$ cat config.mk
export PLATFORM = sky130hd
export DESIGN_NAME = lcdfb_queue
export DESIGN_NICKNAME = d
export VERILOG_FILES = /design/src/hw/rtl/lcdfb_pkg.sv /design/src/hw/rtl/lcdfb_queue.sv
export SDC_FILE = /design/constraint.sdc
export NUM_CORES = 1
export LEC_CHECK = 0
export BUFFER_PORTS_ARGS = -buffer_cell sky130_fd_sc_hd__buf_2
export CORE_MARGIN = 5
export CORE_UTILIZATION = 40
export CTS_CLUSTER_SIZE = 12
export DETAILED_ROUTE_END_ITERATION = 16
export PLACE_DENSITY = 0.66
export SETUP_SLACK_MARGIN = 0.1
export SLEW_MARGIN = 30
export SYNTH_ARGS = -nofsm -noshare
export SYNTH_HDL_FRONTEND = slang
export SYNTH_SLANG_ARGS = --single-unit
$ cat constraint.sdc
create_clock -name clk -period 2.8 [get_ports clk]
set_clock_uncertainty 0.2 [all_clocks]
set_input_delay 0.14 -clock clk [delete_from_list [all_inputs] [get_ports clk]]
set_output_delay 0.14 -clock clk [all_outputs]
set_load 0.01 [all_outputs]
$ cat src/hw/rtl/lcdfb_pkg.sv
// ----------------------------------------------------------------------------
// lcdfb_pkg
// Shared types, command codes and helpers of the memory LCD frame buffer.
// ----------------------------------------------------------------------------
`default_nettype none

package lcdfb_pkg;

	// Field widths bounded by the largest supported panel (496 x 255)
	localparam int unsigned ROW_MAX_W  = 8;
	localparam int unsigned COL_MAX_W  = 6;
	localparam int unsigned ADDR_MAX_W = 14;

	// Link protocol bytes
	localparam logic [7:0] BYTE_BEGIN_WRITE = 8'h01;
	localparam logic [7:0] BYTE_CLEAR       = 8'h04;
	localparam logic [7:0] BYTE_TRAILER     = 8'h00;
	localparam logic [7:0] BYTE_BLANK       = 8'hFF;

	// Result kinds
	localparam logic KIND_PIXEL = 1'b0;
	localparam logic KIND_LINK  = 1'b1;

	typedef enum logic [2:0] {
		CMD_WRITE_PIXEL   = 3'd0,
		CMD_READ_PIXEL    = 3'd1,
		CMD_FILL          = 3'd2,
		CMD_CLEAR_DISPLAY = 3'd3,
		CMD_BEGIN_WRITE   = 3'd4,
		CMD_SEND_LINE     = 3'd5,
		CMD_END_WRITE     = 3'd6
	} command_t;

	// Input item as seen on the command channel
	typedef struct packed {
		logic [2:0] command;
		logic [9:0] x_pos;
		logic [9:0] y_pos;
		logic       pixel_value;
	} cmd_item_t;

	// Result item as seen on the result channel
	typedef struct packed {
		logic       result_kind;
		logic [7:0] out_byte;
		logic       read_pixel_value;
		logic       last;
	} result_item_t;

	// Classified operation passed from the front end to the back end
	typedef struct packed {
		command_t              command;
		logic                  in_range;
		logic [ROW_MAX_W-1:0]  row;
		logic [COL_MAX_W-1:0]  col;
		logic [2:0]            bit_idx;
		logic                  value;
		logic [ADDR_MAX_W-1:0] base;
	} op_t;

	// Queue status seen by both sides
	typedef struct packed {
		logic not_empty;
		logic full;
	} queue_status_t;

	// Back end sequencer states
	typedef enum logic [2:0] {
		ST_IDLE,
		ST_WR_MERGE,
		ST_ROW_INIT,
		ST_READ_EMIT,
		ST_CLEAR_TAIL,
		ST_LINE_READ,
		ST_LINE_EMIT,
		ST_LINE_TAIL
	} back_state_t;

	// Set or clear one bit of a byte
	function automatic logic [7:0] merge_bit(input logic [7:0] data_byte,
		input logic [2:0] idx, input logic value);
		logic [7:0] res;
		res      = data_byte;
		res[idx] = value;
		return res;
	endfunction

	function automatic result_item_t make_result(input logic kind,
		input logic [7:0] data_byte, input logic pix, input logic is_last);
		result_item_t r;
		r.result_kind      = kind;
		r.out_byte         = data_byte;
		r.read_pixel_value = pix;
		r.last             = is_last;
		return r;
	endfunction

endpackage

`default_nettype wire

$ cat src/hw/rtl/lcdfb_queue.sv
// ----------------------------------------------------------------------------
// lcdfb_queue
// Two-entry operation queue between the front and back ends.
// ----------------------------------------------------------------------------
`default_nettype none

module lcdfb_queue (
	input  wire logic           clk,
	input  wire logic           arst_n,
	input  wire logic           push,
	input  wire lcdfb_pkg::op_t push_op,
	input  wire logic           pop,
	output lcdfb_pkg::op_t      head,
	output lcdfb_pkg::queue_status_t status
);

	lcdfb_pkg::op_t entry_q [2];
	logic           wr_ptr_q;
	logic           rd_ptr_q;
	logic [1:0]     count_q;

	assign head             = entry_q[rd_ptr_q];
	assign status.not_empty = count_q != 2'd0;
	assign status.full      = count_q == 2'd2;

	// Pointers and fill level
	always_ff @(posedge clk or negedge arst_n) begin
		if (!arst_n) begin
			wr_ptr_q <= 1'b0;
			rd_ptr_q <= 1'b0;
			count_q  <= 2'd0;
		end else begin
			if (push) begin
				wr_ptr_q <= !wr_ptr_q;
			end
			if (pop) begin
				rd_ptr_q <= !rd_ptr_q;
			end
			if (push && !pop) begin
				count_q <= count_q + 2'd1;
			end else if (pop && !push) begin
				count_q <= count_q - 2'd1;
			end
		end
	end

	always_ff @(posedge clk) begin
		if (push) begin
			entry_q[wr_ptr_q] <= push_op;
		end
	end

endmodule

`default_nettype wire

==> results.toml, run 1 <==
[worst_setup_path]
worstSetupStartpointType = "register"
crit_path_start = "rd_ptr_q"
end_kind = "primary output"
cp_max_fo = 19
reg2reg_slack_ps = 1070
reg2reg_to = "entry_q[1][14]"
r2r-start = "wr_ptr_q"
critical_path_arrival_ps = 1550
criticalPathCategory = "reg2out"
r2r_cells = 2
cp.required_ps = 2460

[die]
die_x_um = 95.7
die_h_um = 95.7
io_pins = 78
fp.coreArea_mm2 = 0.00721
start_util = 0.407
rows = 31
die_area_mm2 = 0.00915

[synthesis]
synth_cells = 128
synth_seq_area_share = 0.770
syn_area_mm2 = 0.00294
ys_ff_latch = 76
async_reset_ff_frac = 0.0526
synth_edf_count = 72
yosys.cell_types.count = 14
synth-main-ff-cell = "edfxtp_1"
syn_avg_cell_area_um2 = 22.9
yosysMostFrequentCell = "edfxtp_1"
syn_nets = 169
synth_common_cells = "edfxtp_1 (72), mux2_4 (29), mux2_2 (7), dfrtp_1 (4), xor2_1 (4)"
synth.area.top_cells = "edfxtp_1 (74%), mux2_4 (15%), dfrtp_1 (3.4%), mux2_2 (2.7%), buf_12 (2.0%)"
synth_top_area_cell = "edfxtp_1"
synth_warnings = 0
netlist.area_leader.share = 0.736

[routing]
drt_iter0_markers = 48
drcViolationCount = 0
vias = 1558
antenna_left = 0
wl_um = 5510
drtPass1Iterations = 2
viasPerCell = 4.32
wl_per_cell_um = 15.3

[sta]
whs_ps = 294
finalSetupViolCount = 0
min_period_ps = 1890
relSlewSlack = 0.619
setup_ws_ps = 908
finalMaxSlewViolations = 0
fmax_mhz = 529
min_period_over_period = 0.676
rsz0062_at_grt = "false"
hold_violations = 0
setup_tns_ps = 0
max_slew.worst_pin.slew_ps = 570

[power]
seq_power_share = 0.424
power_leakage_nw = 1.65
powerDensity_mw_per_mm2 = 921
intPower_mw = 2.73
p_switching_mw = 1.01
vdd_drop_max_uv = 464
clkPwrFrac = 0.256
comb_power_share = 0.321
switching_share = 0.271

[grt]
track_usage = 0.129
grt_pass1_vias = 1709
grt_overflow_total = 0
grt_max_degree = 21
grt_pass1_wl_um = 8400
antenna_found_initial = 0

[run]
max_cap_viol_count = 0

[clock_tree]
root_buffer = "clkbuf_8"
cts_buffer_depth = 2
cts_tree = "built"
clk_latency_ps = 330
cts.sinks = 76
htreeDepth = 3
post_cts_buffers = 0
cts_resized = 0
numCtsBuffers = 9
clkTransAtPathRegs_ps = 80

[min_path]
hold_end = "count_q[1]"
hold_class = "reg2reg"
worstHoldStart = "count_q[1]"
holdPathStages = 1

[final_layout]
design_area_mm2 = 0.00407
final_core_util = 0.564
n_antenna_cell = 0
nNetsFinal = 298
final_layout_size_suffix_gt1_frac = 0.519
area_growth_pct = 38.5

[placement]
placement.io_buffers = 77
dp_hpwl_um = 3520
pre_cts_ws_ps = 1050
gp_congestion = 0.647
postPlaceCellArea_mm2 = 0.00343

[run_status]
status = "completed"
[flip-flops by register name (all words and copies together) (netlist names)]
signal and cells:
count_q 2, entry_q 72, wr_ptr_q 1, rd_ptr_q 1
[cell usage in the layout, fill, tap and decap left out]
master,instances
buf_2,77
edfxtp_1,72
dlygate4sd3_1,40
mux2_4,29
clkbuf_8,9
mux2_2,7
xor2_1,4
buf_4,4
bufinv_16,3
dfrtp_1,3
clkbuf_1,2
clkinv_2,2
inv_1,1
or2_2,1
nor2b_1,1
and2_2,1
nor2b_4,1
xnor2_1,1
nor2_1,1
ha_1,1
buf_12,1
dfrtp_2,1
[worst max-delay path, stage by stage, from the launching register on]
cell,delay [ps]
dfrtp_2,350
buf_4,320
mux2_2,390
buf_2,150
[through the flow]
step | instances | total power, mW
detailed placement | 305 | 2.80
CTS | 361 | 3.80
finish | 361 | 3.75
global placement | 305 | 2.77
floorplan | 128 | 2.46
global route | 361 | 3.93
[timing repair]
action | 4_1_cts | 5_1_grt
endpoints found under the setup margin | 0 | 0
hold buffers | 40 | 0
endpoints found under the hold margin | 79 | 0
[routing by layer]
layer | global-route usage | share of wire | vias up
li1 | - | - | 750
met1 | 0.131 | 0.38 | 754
met2 | 0.230 | 0.54 | 46
met3 | 0.0458 | 0.062 | 8
met4 | 0.0652 | 0.015 | 0
met5 | 0 | 0 | -
[worst max-delay path by stage]
| stage | to | slack, ps | cells after the start |
|---|---|---|---|
| after floorplan | entry_q[0][0] | 150 | 1 |
| after global placement | entry_q[1][30] | 1100 | 2 |
| final | head[32] | 910 | 3 |
| after CTS | head[29] | 880 | 3 |
| after global routing | head[32] | 820 | 3 |
| after detailed placement | entry_q[1][14] | 1050 | 2 |
[kinds of logic (layout without fill, tap and decap cells)]
family,count (synthesis),in the layout,share of synthesized area
flops,76,76,0.770
mux,36,36,0.175
fa+ha+maj,1,1,0.00426
xor+xnor,5,5,0.0149
buf+inv,5,139,0.0256
simple gates,5,5,0.00980
[final cells by class]
cell class / count / area [um2]
repair buffers: 122 / 836
multi-input cells: 47 / 608
clock inverters: 5 / 100
clock buffers: 11 / 131
fillers: 600 / 3150
inverters: 1 / 3.75
flip-flops and latches: 76 / 2260
well taps: 99 / 124
[power by group through the flow]
| stage | Sequential, mW | Combinational [mW] | Clock [mW] |
|---|---|---|---|
| global route | 1.61 | 1.29 | 1.03 |
| global placement | 1.60 | 1.17 | 0 |
| floorplan | 1.60 | 0.868 | 0 |
| CTS | 1.59 | 1.23 | 0.981 |
| detailed placement | 1.61 | 1.18 | 0 |
| finish | 1.59 | 1.20 | 0.957 |
Note: power is estimated with default switching activity, not from simulation.
==> run 2, diff against run 1 <==
- clock period: 2.8 -> 1.6 ns (I/O delays scaled with it)
==> run 2 against run 1 <==
Effect of this change: the flow now finishes with violations (setup timing); final area rose by 7.6%; setup slack got worse by 1000 ps; utilization rose by 4.3 points; flip-flop and latch count did not move; die area did not move; via count rose by 2.9%; first-iteration DRC count rose by 6.3%; register-to-register slack got worse by 850 ps; critical path type unchanged; largest cell class unchanged; largest power group is now combinational logic.
==> results.toml, run 2 (synthesis gave the netlist of run 1 again) <==
[run_status]
status = "finished, violations left"
violations = "setup timing"

[grt]
grt_overflow_total = 0
met1_usage = 0.145
gr-usage-met3 = 0.0355
use_met2 = 0.228
track_usage = 0.129
grt_pass1_wl_um = 8540
grt_pass1_vias = 1731
grt_max_degree = 23
top_usage_layer = "met2"
antenna_found_initial = 0

[die]
start_util = 0.407
die_area_mm2 = 0.00915
rows = 31
fp.coreArea_mm2 = 0.00721
io_pins = 78
die_h_um = 95.7
die_x_um = 95.7

[worst_setup_path]
cp_top_family = "flip-flops"
slowest_delay_ps = 410
path_cells = "buf_12 -> mux2_4 -> buf_6"
critical_path_arrival_ps = 1420
critPathSlowestCell = "dfrtp_2"
cp_max_fo = 22
cp.buffers_inverters = 2
cp.required_ps = 1320
criticalPathCategory = "reg2out"
worstSetupStartpointType = "register"
end_kind = "primary output"

[sta]
relSlewSlack = 0.854
max_slew.worst_pin.slew_ps = 219
hold_violations = 0
fmax_mhz = 587
min_period_over_period = 1.06
rsz0062_at_grt = "true"
finalMaxSlewViolations = 0
whs_ps = 260
finalSetupViolCount = 36
setup_ws_ps = -103
min_period_ps = 1700

[routing]
wl_um = 5500
drtPass1Iterations = 4
drt_iter0_markers = 51
drcViolationCount = 0
antenna_left = 0
wl_per_cell_um = 15.1
vias = 1603
viasPerCell = 4.39

[power]
p_switching_mw = 1.93
power_mw = 7.18
comb_power_share = 0.398
clkPwrFrac = 0.215
power_leakage_nw = 1.78
seq_power_share = 0.387
switching_share = 0.269
intPower_mw = 5.25
vdd_drop_max_uv = 818
powerDensity_mw_per_mm2 = 1640

[final_layout]
top_register = "entry_q"
final_common_cell = "edfxtp_1"
area_growth_pct = 49.0
n_antenna_cell = 0
nNetsFinal = 302
final_layout_size_suffix_gt1_frac = 0.530
largest_reg_flops = 72
mostFrequentLayoutCells = "edfxtp_1 (72), dlygate4sd3_1 (40), buf_2 (40), buf_6 (37), mux2_4 (36)"
top_regs = "entry_q: 72 flops, count_q: 2 flops"

[clock_tree]
cts.sinks = 76
clkTransAtPathRegs_ps = 80
clk_latency_ps = 330
cts_buffer_depth = 2
numCtsBuffers = 9
root_buffer = "clkbuf_8"
htreeDepth = 3
cts_tree = "built"

[min_path]
hold_class = "in2reg"

[run]
max_cap_viol_count = 0

[placement]
placement.io_buffers = 77
dp_hpwl_um = 3340
gp_congestion = 0.672
-- run 2: cell count changes in the layout (fill, tap and decap cells not counted), sizes merged --
cell and delta:
bufinv -1, clkinvlp +1, clkbuf -1, inv +1, buf +4
-- run 2: final cells by class --
| class | instances | area [um2] |
|---|---|---|
| tap | 99 | 124 |
| sequential | 76 | 2260 |
| timing repair buffer | 126 | 1130 |
| multi-input combinational | 47 | 634 |
| inverter | 1 | 3.75 |
| clock buffer | 10 | 128 |
| clock inverter | 6 | 86.3 |
| fill | 559 | 2840 |
-- run 2: per-layer routing --
| layer | part of all wire | routed length (um) |
|---|---|---|
| met5 | 0 | 0 |
| met4 | 0.013 | 69 |
| met3 | 0.058 | 319 |
| met2 | 0.53 | 2910 |
| met1 | 0.40 | 2190 |
-- run 2: worst paths after layout --
check                                  to  depth (start not counted)  startpoint  slack [ps]
min                         entry_q[1][0]                          2  push_op[0]         260
min reg2reg                      wr_ptr_q                          1    wr_ptr_q         340
max in group asynchronous        rd_ptr_q                          3      arst_n         560
max                              head[14]                          3    rd_ptr_q        -100
min in group asynchronous      count_q[0]                          3      arst_n         450
max reg2reg                entry_q[1][33]                          2    wr_ptr_q         220
-- run 2: through the flow --
stage                     area [um2]  worst slack (ps)  TNS (ps)  cells   util
after floorplan                 2950              19.0         0    128      -
after global placement          3480               220         0    306  0.482
after detailed placement        3480               208         0    306  0.482
after CTS                       4350              -131     -3980    363  0.602
after global routing            4370              -158     -4790    365  0.606
final                           4370              -103     -2790    365  0.606
-- run 2: worst register-to-register path, delay by kind of cell, from the launching register on --
kind / cells / cell delay (ps)
flip-flops: 1 / 410
buffers and inverters: 1 / 250
AND/OR/NAND/NOR: 1 / 200
-- run 2: repair_timing --
item / 4_1_cts / 5_1_grt
endpoints found under the setup margin: 37 / 37
hold buffers: 40 / 0
endpoints found under the hold margin: 79 / 0
gates resized for setup: 42 / 2
setup buffers: 1 / 2
-- run 2: power by group through the flow --
stage	clock network, mW	registers [mW]	logic [mW]
after global routing	1.69	2.82	3.05
after floorplan	0	2.79	1.53
after CTS	1.59	2.78	2.83
final	1.55	2.78	2.86
after detailed placement	0	2.83	2.16
after global placement	0	2.81	2.15
==> run 3, diff against run 2 <==
- RECOVER_POWER: default -> 100
==> run 3 against run 2 <==
Effect of this change: the flow still finishes with violations (setup timing); global-route usage unchanged; hold slack improved by 14 ps; setup slack lost 0.67 ps; utilization is 1.1 points lower; first-iteration DRC count decreased by 31%; highest routed layer unchanged.
==> results.toml, run 3 (synthesis gave the netlist of run 1 again) <==
[run_status]
status = "finished, violations left"
violations = "setup timing"

[worst_setup_path]
critical_path_arrival_ps = 1420
r2r_cells = 2
criticalPathCategory = "reg2out"
reg2reg_slack_ps = 170
r2r-start = "wr_ptr_q"
reg2reg_to = "entry_q[0][32]"
cp_max_fo = 22
end_kind = "primary output"
worstSetupStartpointType = "register"
cp.required_ps = 1320

[final_layout]
design_area_mm2 = 0.00429
mostFrequentLayoutCells = "edfxtp_1 (72), dlygate4sd3_1 (40), mux2_4 (36), buf_6 (36), clkbuf_1 (33)"
stdcell_count = 365
largest_reg_flops = 72
nNetsFinal = 302
final_common_cell = "edfxtp_1"
final_layout_size_suffix_gt1_frac = 0.406
n_antenna_cell = 0
area_growth_pct = 46.2
top_regs = "entry_q: 72 flops, count_q: 2 flops"
top_register = "entry_q"

[die]
rows = 31
io_pins = 78
die_x_um = 95.7
start_util = 0.407
fp.coreArea_mm2 = 0.00721
die_area_mm2 = 0.00915
die_h_um = 95.7

[placement]
postPlaceCellArea_mm2 = 0.00348
place_inst = 306
placement.io_buffers = 77
gp_congestion = 0.672
dp_hpwl_um = 3340

[routing]
drcViolationCount = 0
wl_per_cell_um = 15.0
wl_um = 5480
drtPass1Iterations = 4
viasPerCell = 4.39
antenna_left = 0
vias = 1602
drt_iter0_markers = 35

[clock_tree]
cts.sinks = 76
numCtsBuffers = 9
cts_buffer_depth = 2
clkTransAtPathRegs_ps = 80
root_buffer = "clkbuf_8"
cts_tree = "built"
htreeDepth = 3
clk_latency_ps = 330

[power]
power_leakage_nw = 1.68
vdd_drop_max_uv = 799
powerDensity_mw_per_mm2 = 1650

[sta]
rsz0062_at_grt = "true"
setup_ws_ps = -103
relSlewSlack = 0.745
whs_ps = 274
finalMaxSlewViolations = 0
hold_violations = 0
finalSetupViolCount = 36
max_slew.worst_pin.slew_ps = 382
min_period_over_period = 1.06
setup_tns_ps = -2820
min_period_ps = 1700
fmax_mhz = 587

[grt]
grt_max_degree = 23
grt_pass1_wl_um = 8540
track_usage = 0.129
antenna_found_initial = 0
grt_pass1_vias = 1731
grt_overflow_total = 0

[run]
max_cap_viol_count = 0

[min_path]
holdPathStages = 2
worstHoldStart = "push_op[10]"
hold_end = "entry_q[0][10]"
hold_class = "in2reg"
## run 3: changes by cell type in the layout (fill, tap and decap cells not counted)
cell,change
clkbuf_4,+3
nor2b_4,-1
buf_2,-31
nor2b_1,+1
buf_6,-1
buf_12,-2
clkbuf_2,+1
clkbuf_1,+32
buf_4,-2
## run 3: area by class of cell
class | instances | area (um2)
timing repair buffer | 126 | 1060
clock inverter | 6 | 86.3
clock buffer | 10 | 128
fill | 582 | 2920
inverter | 1 | 3.75
tap | 99 | 124
sequential | 76 | 2260
multi-input combinational | 47 | 627
## run 3: worst max-delay path: stages, from the launching register on
cell and delay, ps:
dfrtp_2 410, buf_12 210, mux2_4 330, buf_6 120
## run 3: layer usage
layer,vias up,routed length [um],GRT usage
li1,760,-,-
met1,782,2170,0.145
met2,52,2940,0.228
met3,8,304,0.0355
met4,0,69,0.0569
met5,-,0,0
## run 3: per-stage QoR
| step | power (mW) | worst slack, ps | util |
|---|---|---|---|
| 2_1_floorplan | 4.31 | 19.0 | - |
| 3_3_place_gp | 4.96 | 220 | 0.482 |
| 3_5_place_dp | 5.00 | 208 | 0.482 |
| 4_1_cts | 7.21 | -131 | 0.602 |
| 5_1_grt | 7.46 | -158 | 0.595 |
| 6_report | 7.09 | -103 | 0.595 |
## run 3: repair_timing
| item | CTS | global route |
|---|---|---|
| setup endpoints to repair | 37 | 37 |
| setup buffers | 1 | 2 |
| gates resized for setup | 42 | 2 |
| hold buffers | 40 | 0 |
| pin swaps | 0 | 0 |
| endpoints found under the hold margin | 79 | 0 |
## run 3: power breakdown
part	switching [mW]	internal, mW
logic	1.13	1.64
clock network	0.670	0.879
registers	0.124	2.65
## run 3: how the worst max path moves through the flow
stage	from	to	slack (ps)	cells after the start
6_report	rd_ptr_q	head[14]	-100	3
3_5_place_dp	wr_ptr_q	entry_q[1][27]	210	2
5_1_grt	rd_ptr_q	head[14]	-160	3
4_1_cts	rd_ptr_q	head[4]	-130	3
2_1_floorplan	wr_ptr_q	entry_q[0][0]	20	1
3_3_place_gp	rd_ptr_q	head[32]	220	3
